==> src/rtl/bse_pkg.sv <==
// Shared types, constants and helper functions of the bitmap set engine.
`timescale 1ns / 1ps

package bse_pkg;

   localparam int INDEX_BITS  = 16;
   localparam int WORD_BITS   = 64;
   localparam int KEY_BITS    = 16;
   localparam int COUNT_BITS  = 17;
   localparam int OFFSET_BITS = $clog2(WORD_BITS);
   localparam int ADDR_BITS   = INDEX_BITS - OFFSET_BITS;
   localparam int DEPTH       = 2 ** ADDR_BITS;

   localparam logic [63:0] UNIVERSE = 64'd1 << INDEX_BITS;
   localparam logic [ADDR_BITS-1:0] LAST_ADDR = ADDR_BITS'(DEPTH - 1);
   localparam logic [WORD_BITS-1:0] ALL_ONES = {WORD_BITS{1'b1}};

   typedef enum logic [2:0] {
      ACT_SET      = 3'd0,
      ACT_CLEAR    = 3'd1,
      ACT_TEST     = 3'd2,
      ACT_CLR_ALL  = 3'd3,
      ACT_FIRST    = 3'd4,
      ACT_NEXT     = 3'd5
   } action_type;

   typedef enum logic [2:0] {
      ST_INIT,
      ST_IDLE,
      ST_RMW,
      ST_WIPE,
      ST_SCAN,
      ST_RESP
   } state_type;

   typedef struct packed {
      logic                 wr_en;
      logic [ADDR_BITS-1:0] wr_addr;
      logic [WORD_BITS-1:0] wr_data;
      logic                 rd_en;
      logic [ADDR_BITS-1:0] rd_addr;
   } ram_req_type;

   typedef struct packed {
      logic                  load;
      logic                  hit;
      logic [KEY_BITS-1:0]   found;
      logic [COUNT_BITS-1:0] count;
   } result_type;

   // Word address of a key after it wraps to the universe.
   function automatic logic [ADDR_BITS-1:0] key_addr(input logic [KEY_BITS-1:0] raw);
      logic [63:0] wide;
      wide = 64'(raw) & (UNIVERSE - 64'd1);
      return ADDR_BITS'(wide >> OFFSET_BITS);
   endfunction

   // Position of the lowest set bit of a word, zero for an empty word.
   function automatic logic [OFFSET_BITS-1:0] lowest_bit(input logic [WORD_BITS-1:0] word);
      logic [OFFSET_BITS-1:0] idx;
      idx = '0;
      for (int i = WORD_BITS - 1; i >= 0; i--) begin
         if (word[i]) begin
            idx = OFFSET_BITS'(i);
         end
      end
      return idx;
   endfunction

endpackage

==> src/rtl/bse_ctrl.sv <==
// Sequencer of the bitmap set engine: clearing sweeps, read-modify-write and word scans.
`timescale 1ns / 1ps

module bse_ctrl (
   input  logic                             clock,
   input  logic                             reset,
   input  logic                             req_valid,
   output logic                             req_ready,
   input  logic [2:0]                       req_action,
   input  logic [bse_pkg::KEY_BITS-1:0]     req_key_value,
   input  logic                             rsp_free,
   output bse_pkg::result_type              result,
   output bse_pkg::ram_req_type             ram_req,
   input  logic [bse_pkg::WORD_BITS-1:0]    rd_data
);

   bse_pkg::state_type state_ff, state_in;
   bse_pkg::action_type op_ff;

   logic [bse_pkg::ADDR_BITS-1:0]   sweep_ff;
   logic [bse_pkg::ADDR_BITS-1:0]   key_addr_ff;
   logic [bse_pkg::OFFSET_BITS-1:0] key_bit_ff;
   logic [bse_pkg::ADDR_BITS-1:0]   issue_addr_ff;
   logic                            issue_done_ff;
   logic                            issue_first_ff;
   logic                            chk_valid_ff;
   logic [bse_pkg::ADDR_BITS-1:0]   chk_addr_ff;
   logic                            chk_first_ff;
   logic [bse_pkg::OFFSET_BITS-1:0] first_bit_ff;
   logic [bse_pkg::COUNT_BITS-1:0]  pop_ff;
   logic                            res_hit_ff;
   logic [bse_pkg::KEY_BITS-1:0]    res_found_ff;

   bse_pkg::action_type             req_act;
   logic                            accept;
   logic [bse_pkg::ADDR_BITS-1:0]   req_addr;
   logic [63:0]                     next_key;
   logic                            next_miss;
   logic [bse_pkg::ADDR_BITS-1:0]   start_addr;
   logic [bse_pkg::OFFSET_BITS-1:0] start_bit;
   logic [bse_pkg::WORD_BITS-1:0]   onehot;
   logic                            present;
   logic                            rmw_write;
   logic [bse_pkg::WORD_BITS-1:0]   masked;
   logic                            scan_nz;
   logic                            scan_last;
   logic                            scan_issue;
   logic                            sweeping;

   assign req_act  = bse_pkg::action_type'(req_action);
   assign accept   = req_valid && req_ready;
   assign req_addr = bse_pkg::key_addr(req_key_value);
   assign next_key = 64'(req_key_value) + 64'd1;
   assign next_miss = next_key >= bse_pkg::UNIVERSE;

   always_comb begin
      if (req_act == bse_pkg::ACT_NEXT) begin
         start_addr = bse_pkg::ADDR_BITS'(next_key >> bse_pkg::OFFSET_BITS);
         start_bit  = next_key[bse_pkg::OFFSET_BITS-1:0];
      end else begin
         start_addr = '0;
         start_bit  = '0;
      end
   end

   assign onehot  = bse_pkg::WORD_BITS'(1) << key_bit_ff;
   assign present = |(rd_data & onehot);
   assign masked  = rd_data & (chk_first_ff ? (bse_pkg::ALL_ONES << first_bit_ff)
                                            : bse_pkg::ALL_ONES);
   assign scan_nz   = |masked;
   assign scan_last = chk_addr_ff == bse_pkg::LAST_ADDR;

   // Next-state logic.
   always_comb begin
      state_in = state_ff;
      case (state_ff)
         bse_pkg::ST_INIT: begin
            if (sweep_ff == bse_pkg::LAST_ADDR) begin
               state_in = bse_pkg::ST_IDLE;
            end
         end
         bse_pkg::ST_IDLE: begin
            if (req_valid) begin
               case (req_act)
                  bse_pkg::ACT_SET, bse_pkg::ACT_CLEAR, bse_pkg::ACT_TEST: begin
                     state_in = bse_pkg::ST_RMW;
                  end
                  bse_pkg::ACT_CLR_ALL: state_in = bse_pkg::ST_WIPE;
                  bse_pkg::ACT_FIRST:   state_in = bse_pkg::ST_SCAN;
                  bse_pkg::ACT_NEXT: begin
                     state_in = next_miss ? bse_pkg::ST_RESP : bse_pkg::ST_SCAN;
                  end
                  default: state_in = bse_pkg::ST_RESP;
               endcase
            end
         end
         bse_pkg::ST_RMW: state_in = bse_pkg::ST_RESP;
         bse_pkg::ST_WIPE: begin
            if (sweep_ff == bse_pkg::LAST_ADDR) begin
               state_in = bse_pkg::ST_RESP;
            end
         end
         bse_pkg::ST_SCAN: begin
            if (chk_valid_ff && (scan_nz || scan_last)) begin
               state_in = bse_pkg::ST_RESP;
            end
         end
         bse_pkg::ST_RESP: begin
            if (rsp_free) begin
               state_in = bse_pkg::ST_IDLE;
            end
         end
         default: state_in = bse_pkg::ST_INIT;
      endcase
   end

   // Output logic.
   always_comb begin
      req_ready  = state_ff == bse_pkg::ST_IDLE;
      sweeping   = (state_ff == bse_pkg::ST_INIT) || (state_ff == bse_pkg::ST_WIPE);
      scan_issue = (state_ff == bse_pkg::ST_SCAN) && !issue_done_ff;
      rmw_write  = (state_ff == bse_pkg::ST_RMW) &&
                   (((op_ff == bse_pkg::ACT_SET) && !present) ||
                    ((op_ff == bse_pkg::ACT_CLEAR) && present));

      ram_req.rd_en   = accept || scan_issue;
      ram_req.rd_addr = (state_ff == bse_pkg::ST_SCAN) ? issue_addr_ff : req_addr;
      ram_req.wr_en   = sweeping || rmw_write;
      ram_req.wr_addr = sweeping ? sweep_ff : key_addr_ff;
      if (sweeping) begin
         ram_req.wr_data = '0;
      end else if (op_ff == bse_pkg::ACT_SET) begin
         ram_req.wr_data = rd_data | onehot;
      end else begin
         ram_req.wr_data = rd_data & ~onehot;
      end

      result.load  = (state_ff == bse_pkg::ST_RESP) && rsp_free;
      result.hit   = res_hit_ff;
      result.found = res_found_ff;
      result.count = pop_ff;
   end

   always_ff @(posedge clock) begin
      if (reset) begin
         state_ff      <= bse_pkg::ST_INIT;
         sweep_ff      <= '0;
         pop_ff        <= '0;
         issue_done_ff <= 1'b0;
         chk_valid_ff  <= 1'b0;
      end else begin
         state_ff <= state_in;

         if (sweeping) begin
            sweep_ff <= sweep_ff + bse_pkg::ADDR_BITS'(1);
         end

         if (accept) begin
            op_ff          <= req_act;
            key_addr_ff    <= req_addr;
            key_bit_ff     <= req_key_value[bse_pkg::OFFSET_BITS-1:0];
            res_hit_ff     <= 1'b0;
            res_found_ff   <= '0;
            issue_addr_ff  <= start_addr;
            issue_done_ff  <= 1'b0;
            issue_first_ff <= 1'b1;
            first_bit_ff   <= start_bit;
            chk_valid_ff   <= 1'b0;
            if (req_act == bse_pkg::ACT_CLR_ALL) begin
               pop_ff   <= '0;
               sweep_ff <= '0;
            end
         end

         if (state_ff == bse_pkg::ST_RMW) begin
            case (op_ff)
               bse_pkg::ACT_SET: begin
                  if (present) begin
                     res_hit_ff <= 1'b1;
                  end else begin
                     pop_ff <= pop_ff + bse_pkg::COUNT_BITS'(1);
                  end
               end
               bse_pkg::ACT_CLEAR: begin
                  if (present) begin
                     pop_ff <= pop_ff - bse_pkg::COUNT_BITS'(1);
                  end
               end
               bse_pkg::ACT_TEST: res_hit_ff <= present;
               default: res_hit_ff <= 1'b0;
            endcase
         end

         if (state_ff == bse_pkg::ST_SCAN) begin
            if (scan_issue) begin
               chk_valid_ff   <= 1'b1;
               chk_addr_ff    <= issue_addr_ff;
               chk_first_ff   <= issue_first_ff;
               issue_first_ff <= 1'b0;
               if (issue_addr_ff == bse_pkg::LAST_ADDR) begin
                  issue_done_ff <= 1'b1;
               end else begin
                  issue_addr_ff <= issue_addr_ff + bse_pkg::ADDR_BITS'(1);
               end
            end else begin
               chk_valid_ff <= 1'b0;
            end
            if (chk_valid_ff && scan_nz) begin
               res_hit_ff   <= 1'b1;
               res_found_ff <= bse_pkg::KEY_BITS'({chk_addr_ff, bse_pkg::lowest_bit(masked)});
            end
         end
      end
   end

endmodule

==> config.mk <==
export PLATFORM = sky130hd
export DESIGN_NAME = bse_ctrl
export DESIGN_NICKNAME = d
export VERILOG_FILES = /design/src/rtl/bse_pkg.sv /design/src/rtl/bse_ctrl.sv
export SDC_FILE = /design/constraint.sdc
export NUM_CORES = 1
export LEC_CHECK = 0
export ABC_AREA = 1
export BUFFER_PORTS_ARGS = -buffer_cell sky130_fd_sc_hd__buf_4
export CELL_PAD_IN_SITES_DETAIL_PLACEMENT = 2
export CELL_PAD_IN_SITES_GLOBAL_PLACEMENT = 2
export CORE_ASPECT_RATIO = 1.4
export CORE_MARGIN = 4
export CORE_UTILIZATION = 31
export CTS_BUF_LIST = sky130_fd_sc_hd__clkbuf_4 sky130_fd_sc_hd__clkbuf_8
export DETAILED_ROUTE_END_ITERATION = 10
export PLACE_DENSITY_LB_ADDON = 0.1
export SETUP_SLACK_MARGIN = 0.1
export SLEW_MARGIN = 30
export SYNTH_ARGS = -nofsm -noshare
export SYNTH_HDL_FRONTEND = slang
export SYNTH_SLANG_ARGS = --single-unit
==> constraint.sdc <==
create_clock -name clock -period 7.95 [get_ports clock]
set_input_delay 1.1925 -clock clock [delete_from_list [all_inputs] [get_ports clock]]
set_output_delay 1.1925 -clock clock [all_outputs]
set_load 0.05 [all_outputs]
# After elaboration in Yosys (flattened, before gate mapping)
# Index checks and enable logic that the tools add are counted.
# op_classes
n_addsub	5
n_div	0
shift	2
n_mul	0
bitwise_logic	6
eq_ne	20
n_mux	110
magnitude_cmp	1
reduce_logical	25
# ops
cell	n
two-way mux 6 bit	64
bitwise AND 64 bit	3
two-way mux 64 bit	3
OR reduction 64 bit	2
two-way mux 10 bit	10
two-way mux 17 bit	5
NOT 64 bit	1
bitwise OR 64 bit	1
<< shifter 1 x 6 -> 64 bit, first input constant	1
<< shifter 64 x 6 -> 64 bit, first input constant	1
two-way mux 16 bit	3
one-hot mux 17 bit (2 select lines)	1
equality test 10 bit, second input constant	3
adder 10 x 1 -> 10 bit, second input constant	2
one-hot mux 3 bit (6 select lines)	1
adder 16 x 1 -> 17 bit, second input constant	1
adder 17 x 1 -> 17 bit, second input constant	1
>= comparator 17 bit, second input constant	1
subtractor 17 x 1 -> 17 bit, second input constant	1
two-way mux 1 bit	16
equality test 3 x 2 -> 1 bit, second input constant	5
two-way mux 3 bit	5
equality test 3 bit, second input constant	4
one-hot mux 3 bit (4 select lines)	1
13 further kinds	33
# totals
romBits	0
out_inout_bits	122
ram_bits	0
memories	0
elab_cells	184
ff_bits	96
latchBits	0

# Logic depth before layout (Yosys ltp)
# logic_depth
ltp_word	69
depth_mapped	69
depth_no_buf	68

# Least setup slack after synthesis
# Ideal clock, no wire load.
# synth_path
path_type	in2out
start	input port rd_data[47] (netlist bit)
end	output port ram_req[85] (netlist bit)
t_arrival_ns	3.597
required_time_ns	6.758
setup_slack_ns	3.160
cell_stages	9
path_cell_list	a22o_1 -> a2111oi_0 -> nand2_1 -> nor2_1 -> nand2_1 -> inv_1 -> clkbuf_1 -> nor2_1 -> o21ai_0
# synth_lines
element	line_no	text
from (decl)	bse_ctrl.sv:14	input logic [bse_pkg::WORD_BITS-1:0] rd_data
to (decl)	bse_ctrl.sv:13	output bse_pkg::ram_req_type ram_req,

==> results.py <==
metrics = {
    "power": {
        "powerDensity_nw_per_um2": 330,
        "p_leak_nw": 4.78,
        "finalPower_mw": 3.60,
        "peakVddDrop_mv": 0.240,
    },
    "yosys": {
        "ys_ff_latch": 96,
        "yosys.cell_types.count": 51,
        "synth_ff_type": "edfxtp_1",
        "syn_nets": 1530,
        "synthArstFlopShare_pct": 0,
        "synth_edf_count": 64,
        "syn-cell-area_um2": 8820,
        "syn_area_per_cell_um2": 6.13,
        "yosys_warnings": 0,
        "seq_area_frac_synth_pct": 29.1,
        "syn_inst": 1438,
    },
    "critical_path": {
        "required_ns": 6.76,
        "path_class": "reg2out",
        "cp.arrival_ns": 4.77,
        "critPathMaxFanout": 44,
        "end_kind": "output port",
        "startpoint_type": "flop",
    },
    "drt": {
        "vias": 10800,
        "via_per_inst": 5.47,
        "drt-wirelength-per-cell_um": 22.8,
        "routed_wl_um": 45200,
        "drtIter0Drc": 377,
        "route.detailed.drc": 0,
        "antenna_left": 0,
        "dr.pass1.iters": 4,
    },
    "sta": {
        "clock-skew-final_ns": 0.0104,
        "tns_ns": 0,
        "timing.fmax_ghz": 0.168,
        "relSlewSlack_pct": 35.4,
        "period_needed_ns": 5.96,
        "hold_violations": 0,
        "finalCritPeriodShare_pct": 75.0,
        "timing.hold.ws_ns": 0.482,
        "tightest_slew_ns": 0.963,
        "setup_viol": 0,
        "slew_viol_final": 0,
        "rsz0062_at_grt": "no",
    },
    "placed_design": {
        "io_buffers": 208,
        "place.detailed.hpwl_um": 36600,
        "place_congestion": 0.967,
        "dpl_cell_area_um2": 10700,
    },
    "die": {
        "dieArea_um2": 31200,
        "start_util_pct": 31.7,
        "boundaryPins": 209,
        "die-height_um": 208,
        "row_count": 72,
        "die_w_um": 151,
        "coreArea_um2": 27800,
    },
    "clock_network": {
        "ctsLongestPathBuffers": 2,
        "clock_sinks": 96,
        "postCtsSetupRepairBufs": 0,
        "cts_resized": 0,
        "htreeDepth": 3,
        "clock_latency_ns": 0.39,
        "cts_inserted_buffers": 9,
        "cts_tree": "done",
        "clk_root_buffer_cell": "clkbuf_8",
        "ctsHoldBuffers": 0,
        "clk_pin_slew_ns": 0.11,
    },
    "grt": {
        "track_usage_pct": 28.5,
        "antenna_found_initial": 0,
        "grt_max_degree": 76,
        "grt_overflow": 0,
        "grt_pass1_wl_um": 69100,
        "grt_pass1_vias": 11700,
    },
    "run_status": {
        "status": "completed",
    },
    "worst_hold_path": {
        "holdCritPathClass": "reg2reg",
    },
    "finish": {
        "fin_util_pct": 39.1,
        "n_antenna_cell": 0,
        "area_delta_synth_final_pct": 23.4,
        "drive_above_1_share_pct": 16.2,
        "fin_area_um2": 10900,
        "fin_nets": 1700,
    },
    "flow_run": {
        "drv_cap": 0,
    },
}
-- Yosys cell counts (4+ instances only) --
cell type  number  area (um2)
nand2_1       315        1180
nor2_1        226         848
inv_1         181         679
o21ai_0       181         906
a21oi_1       131         656
edfxtp_1       64        1920
nand3_1        51         255
clkbuf_1       46         173
dfxtp_1        32         641
nor3_1         29         145
a211oi_1       20         150
o211ai_1       19         143
o22ai_1        18         113
xor2_1         16         140
nand4_1        15        93.8
nor4_1          7        43.8
a2111oi_0       6        52.6
a221oi_1        6        52.6
buf_1           6        22.5
inv_2           6        22.5
ha_1            5        62.6
a31oi_1         4        25.0
buf_6           4        45.0
-- cells by family (layout without fill, tap and decap cells) --
| group | after synthesis | count (layout) | share of synthesized area, % |
|---|---|---|---|
| buf+inv | 254 | 429 | 12.0 |
| xor+xnor | 18 | 18 | 1.79 |
| compound gates | 408 | 408 | 26.0 |
| fa+ha+maj | 5 | 5 | 0.710 |
| flops | 96 | 96 | 29.1 |
| simple gates | 657 | 657 | 30.5 |
-- per-stage QoR --
stage | setup WS, ns | instances
5_1_grt | 1.79 | 1983
3_5_place_dp | 2.52 | 1966
4_1_cts | 2.04 | 1982
2_1_floorplan | 3.16 | 1438
3_3_place_gp | 2.54 | 1966
6_report | 1.99 | 1983
-- final timing paths --
path | slack [ns] | cells past startpoint | to | startpoint
setup / recovery | 1.99 | 13 | ram_req[85] | key_bit_ff[4]
setup reg to reg | 2.75 | 65 | res_found_ff[0] | chk_first_ff
hold reg to reg | 0.48 | 0 | chk_first_ff | issue_first_ff
hold / removal | 0.48 | 0 | chk_first_ff | issue_first_ff
-- cell type report --
cell class              count  area, um2
clock buffers              10        131
clock inverters             6       76.3
fillers                  3497      17000
inverters                 193        767
multi-input cells        1088       5220
flip-flops and latches     96       2560
well taps                 370        463
repair buffers            220       1660
-- sequential cells by signal, summed over array words and instances (netlist names), 3 cells and up --
| name | flops |
|---|---|
| pop_ff | 17 |
| sweep_ff | 10 |
| op_ff | 3 |
| first_bit_ff | 6 |
| key_addr_ff | 10 |
| res_found_ff | 16 |
| issue_addr_ff | 10 |
| chk_addr_ff | 10 |
| key_bit_ff | 6 |
| state_ff | 3 |
-- cell usage in the layout (no fill, tap or decap), types with 3 or more instances in the layout --
master       n
bufinv_8     3
nor3_1      28
o21a_1       3
ha_1         5
a2111oi_0    6
nor2_1     223
nand4_1     15
o311ai_0     3
nand2_1    315
edfxtp_1    64
clkbuf_8     9
xor2_1      16
buf_4      219
or2_2        3
a21oi_1    131
dfxtp_1     32
o211ai_1    19
a31oi_1      4
clkinv_1     3
o22ai_1     18
nor4_1       7
o21ai_0    181
a221oi_1     6
a211oi_1    20
inv_2        6
nand3_1     51
nand2_2      3
a22o_1       3
inv_1      180
-- power breakdown --
group	switching, mW	internal (mW)
clock	0.202	0.154
combinational	1.85	0.657
sequential	0.0909	0.643
-- layer usage --
layer	global-route usage [%]	vias to the layer above	routed length [um]
met4	14.3	0	2510
li1	-	5155	-
met1	31.5	5329	17200
met2	53.2	262	24200
met3	2.69	94	1390
met5	0	-	0
-- critical path, cell delays in order (launching register included) --
cell and delay [ns]:
edfxtp_1 0.84, clkinv_1 0.79, nand2_1 0.38, nor2_1 0.11
a22o_1 0.24, a2111oi_0 0.45, nand2_1 0.10, nor2_1 0.30
nand2_1 0.18, buf_4 0.31, inv_1 0.13, nor2_1 0.06
o21ai_0 0.22, buf_4 0.24
Power figures use the tool's default switching activity.
